===== src/rtl/ssc_delay.sv =====
`timescale 1ns / 1ps
module ssc_delay #(
    parameter int W     = 8,
    parameter int DEPTH = 2
) (
    input  logic         clk,
    input  logic         rst_n,
    input  logic         en,
    input  logic         in_valid,
    input  logic [W-1:0] in_data,
    output logic         out_valid,
    output logic [W-1:0] out_data
);

    logic         valid_reg [DEPTH];
    logic [W-1:0] data_reg  [DEPTH];

    always_ff @(posedge clk or negedge rst_n)
    begin
        if (!rst_n)
        begin
            for (int i = 0; i < DEPTH; i++)
            begin
                valid_reg[i] <= 1'b0;
            end
        end
        else if (en)
        begin
            valid_reg[0] <= in_valid;
            for (int i = 1; i < DEPTH; i++)
            begin
                valid_reg[i] <= valid_reg[i-1];
            end
        end
    end

    always_ff @(posedge clk)
    begin
        if (en)
        begin
            data_reg[0] <= in_data;
            for (int i = 1; i < DEPTH; i++)
            begin
                data_reg[i] <= data_reg[i-1];
            end
        end
    end

    assign out_valid = valid_reg[DEPTH-1];
    assign out_data  = data_reg[DEPTH-1];

endmodule


===== config.mk =====
export PLATFORM = sky130hd
export DESIGN_NAME = ssc_delay
export DESIGN_NICKNAME = d
export VERILOG_FILES = /design/src/rtl/ssc_delay.sv
export SDC_FILE = /design/constraint.sdc
export NUM_CORES = 1
export LEC_CHECK = 0
export CAP_MARGIN = 20
export CORE_MARGIN = 3
export CORE_UTILIZATION = 42
export CTS_BUF_LIST = sky130_fd_sc_hd__clkbuf_8
export CTS_CLUSTER_DIAMETER = 120
export DETAILED_ROUTE_END_ITERATION = 12
export DONT_BUFFER_PORTS = 1
export SYNTH_ARGS = -nofsm -noshare
export SYNTH_HDL_FRONTEND = slang
export SYNTH_SLANG_ARGS = --single-unit
export TNS_END_PERCENT = 1

===== constraint.sdc =====
create_clock -name clk -period 1.5 [get_ports clk]
set_input_delay 0.15 -clock clk [delete_from_list [all_inputs] [get_ports clk]]
set_output_delay 0.15 -clock clk [all_outputs]
set_load 0.005 [all_outputs]

==> impl_metrics.csv <==
group,metric,value,unit
floorplan,dieArea,1950,sq um
finish,area_delta_synth_final,20.2,%
clock_network,cts_sinks,18,
synthesis,yosysSeqAreaShare,86.5,%
route,finalWirelength,799,um
finish,nFillCells,116,
worst_setup_path,cp_cell_sequence,"dlygate4sd3_1",
clock_network,clk_latency,240,ps
floorplan,ios,21,
finish,antennaDiodeCount,0,
place,place_area,572,sq um
route,drtPass1Iterations,3,
synthesis,ys_seq_elements,18,
synthesis,yosysMostFrequentCell,"edfxtp_1",
synthesis,synth_edf_count,16,
synthesis,synthTopCellsByArea,"edfxtp_1, buf_4, dfrtp_1, mux2_2",
synthesis,yosys.area.top_type,"edfxtp_1",
worst_setup_path,critPathMaxStageDelay,890,ps
worst_setup_path,setup.worst_path.class,"input pin to flip-flop",
place,gp_congestion,0.604,
timing,holdWs,51.3,ps
synthesis,syn_area,613,sq um
synthesis,syn_inst,28,
worst_setup_path,critPathArrivalTime,1040,ps
timing,setup_viol,0,
clock_network,cts_resized,0,
clock_network,numCtsBuffers,3,
clock_network,clk_pin_slew,60,ps
job,cap_violations,0,
hold_path,hold_path.class,"input pin to flip-flop",
timing,rsz0062_at_grt,"no",
finish,largest_register_ffs,16,
synthesis,syn-num-nets,40,
worst_setup_path,critPathTopFamily,"buffers and inverters",
timing,fmax,0.865,GHz
timing,post-route-min-period,1160,ps
route,dr.first_iter.drc_count,1,
synthesis,synth_top_area_share,78.4,%
timing,drv_slew,0,
global_route,grt_max_degree,19,
timing,worst_pin_slew,554,ps
global_route,grt_pass1_vias,247,
finish,nets,49,
place,hpwl,528,um
worst_setup_path,endpoint_kind,"flip-flop",
floorplan,die_y,44.2,um
synthesis,postSynthAreaPerCell,21.9,sq um
clock_network,postCtsSetupRepairBufs,0,
timing,hold_viol,0,
clock_network,cts.htree.levels,1,
power,p_total,0.969,mW
synthesis,ys_types,4,
floorplan,die_w,44.2,um
floorplan,initial_core_util,46.0,%
clock_network,cts_hold_buffers,9,
route,drc,0,
timing,setup_tns,0,ps
route,ant_nets,0,
synthesis,synthTopCellsByCount,"edfxtp_1, buf_4, dfrtp_1, mux2_2",
clock_network,cts-root-buf,"clkbuf_8",
route,via_per_inst,4.78,
finish,finish.utilization,55.3,%
global_route,grt_usage,8.64,%
floorplan,core,1330,sq um
worst_setup_path,worstPathRequired,1380,ps
clock_network,clockBufferDepth,2,
power,p_per_area,1320,nW/um^2
timing,clock-skew-final,0.729,ps
finish,final_area,737,sq um
global_route,antenna_found_initial,0,
global_route,grt_remaining_overflow,0,
worst_setup_path,cp_slowest_cell,"dlygate4sd3_1",
route,vias,244,
worst_setup_path,cp-start-kind,"input pin",
place,port_buffers,0,
worst_setup_path,critPathBufInv,1,
route,wl_per_cell,15.7,um
timing,maxSlewHeadroom,63.0,%
synthesis,synthArstFlopShare,11.1,%
timing,finalCritPeriodShare,77.0,%
worst_setup_path,cp_max_fo,13,
global_route,grt_pass1_wl,1110,um
power,leakagePower,0.261,nW
floorplan,rows,13,
power,vdd_ir_drop_max,0.616,mV
finish,drive_gt1_share,13.9,%
synthesis,synth_ff_type,"edfxtp_1",
clock_network,tritoncts,"built",
synthesis,ys_warn_count,0,
run_status,status,"complete, no violations",
[layer usage]
layer	global-route usage, %	wire [um]	part of all wire (%)
met2	13.1	398	50
met4	5.42	14	1.8
met1	9.02	306	38
met5	0	0	0
met3	5.28	79	9.9
[logic make-up after synthesis]
kind of cell           count (synthesis)  synth area share [%]
flip-flops                            18                  86.5
multiplexers                           2                  3.67
buffers and inverters                  8                  9.80
[report_power, final]
group	switching, mW	internal (mW)
clock	0.140	0.181
sequential	0.0160	0.592
combinational	0.0135	0.0266
[placed cells by master, fill, tap and decap left out]
| cell type | n |
|---|---|
| edfxtp_1 | 16 |
| clkbuf_8 | 3 |
| dlygate4sd3_1 | 12 |
| mux2_2 | 2 |
| dfrtp_1 | 2 |
| clkinv_1 | 1 |
[path summary, 6_finish.rpt]
| check | startpoint | to | slack, ps | depth (start not counted) |
|---|---|---|---|---|
| worst max-delay path | en | data_reg[0][14]$_DFFE_PP_ | 340 | 1 |
| worst min-delay path | in_valid | valid_reg[1]$_DFFE_PN0P_ | 50 | 1 |
| worst max register to register | out_valid$_DFFE_PN0P_ | out_valid$_DFFE_PN0P_ | 740 | 1 |
| worst min register to register | data_reg[0][2]$_DFFE_PP_ | data_reg[0][10]$_DFFE_PP_ | 420 | 0 |
| max in group asynchronous | rst_n | out_valid$_DFFE_PN0P_ | 1250 | 1 |
| min in group asynchronous | rst_n | valid_reg[1]$_DFFE_PN0P_ | 130 | 1 |
[stage by stage]
stage	setup WS (ps)	instances
5_1_grt	311	51
2_1_floorplan	763	28
6_report	344	51
3_3_place_gp	744	35
4_1_cts	690	48
3_5_place_dp	743	35
[area by class of cell]
cell class / count / area, sq um / area share, %
Clock inverter: 1 / 3.75 / 0.509
Clock buffer: 3 / 41.3 / 5.60
Tap cell: 15 / 18.8 / 2.55
Multi-Input combinational cell: 2 / 22.5 / 3.06
Timing Repair Buffer: 12 / 120 / 16.3
Sequential cell: 18 / 531 / 72.0
Note: power is estimated with default switching activity, not from simulation.
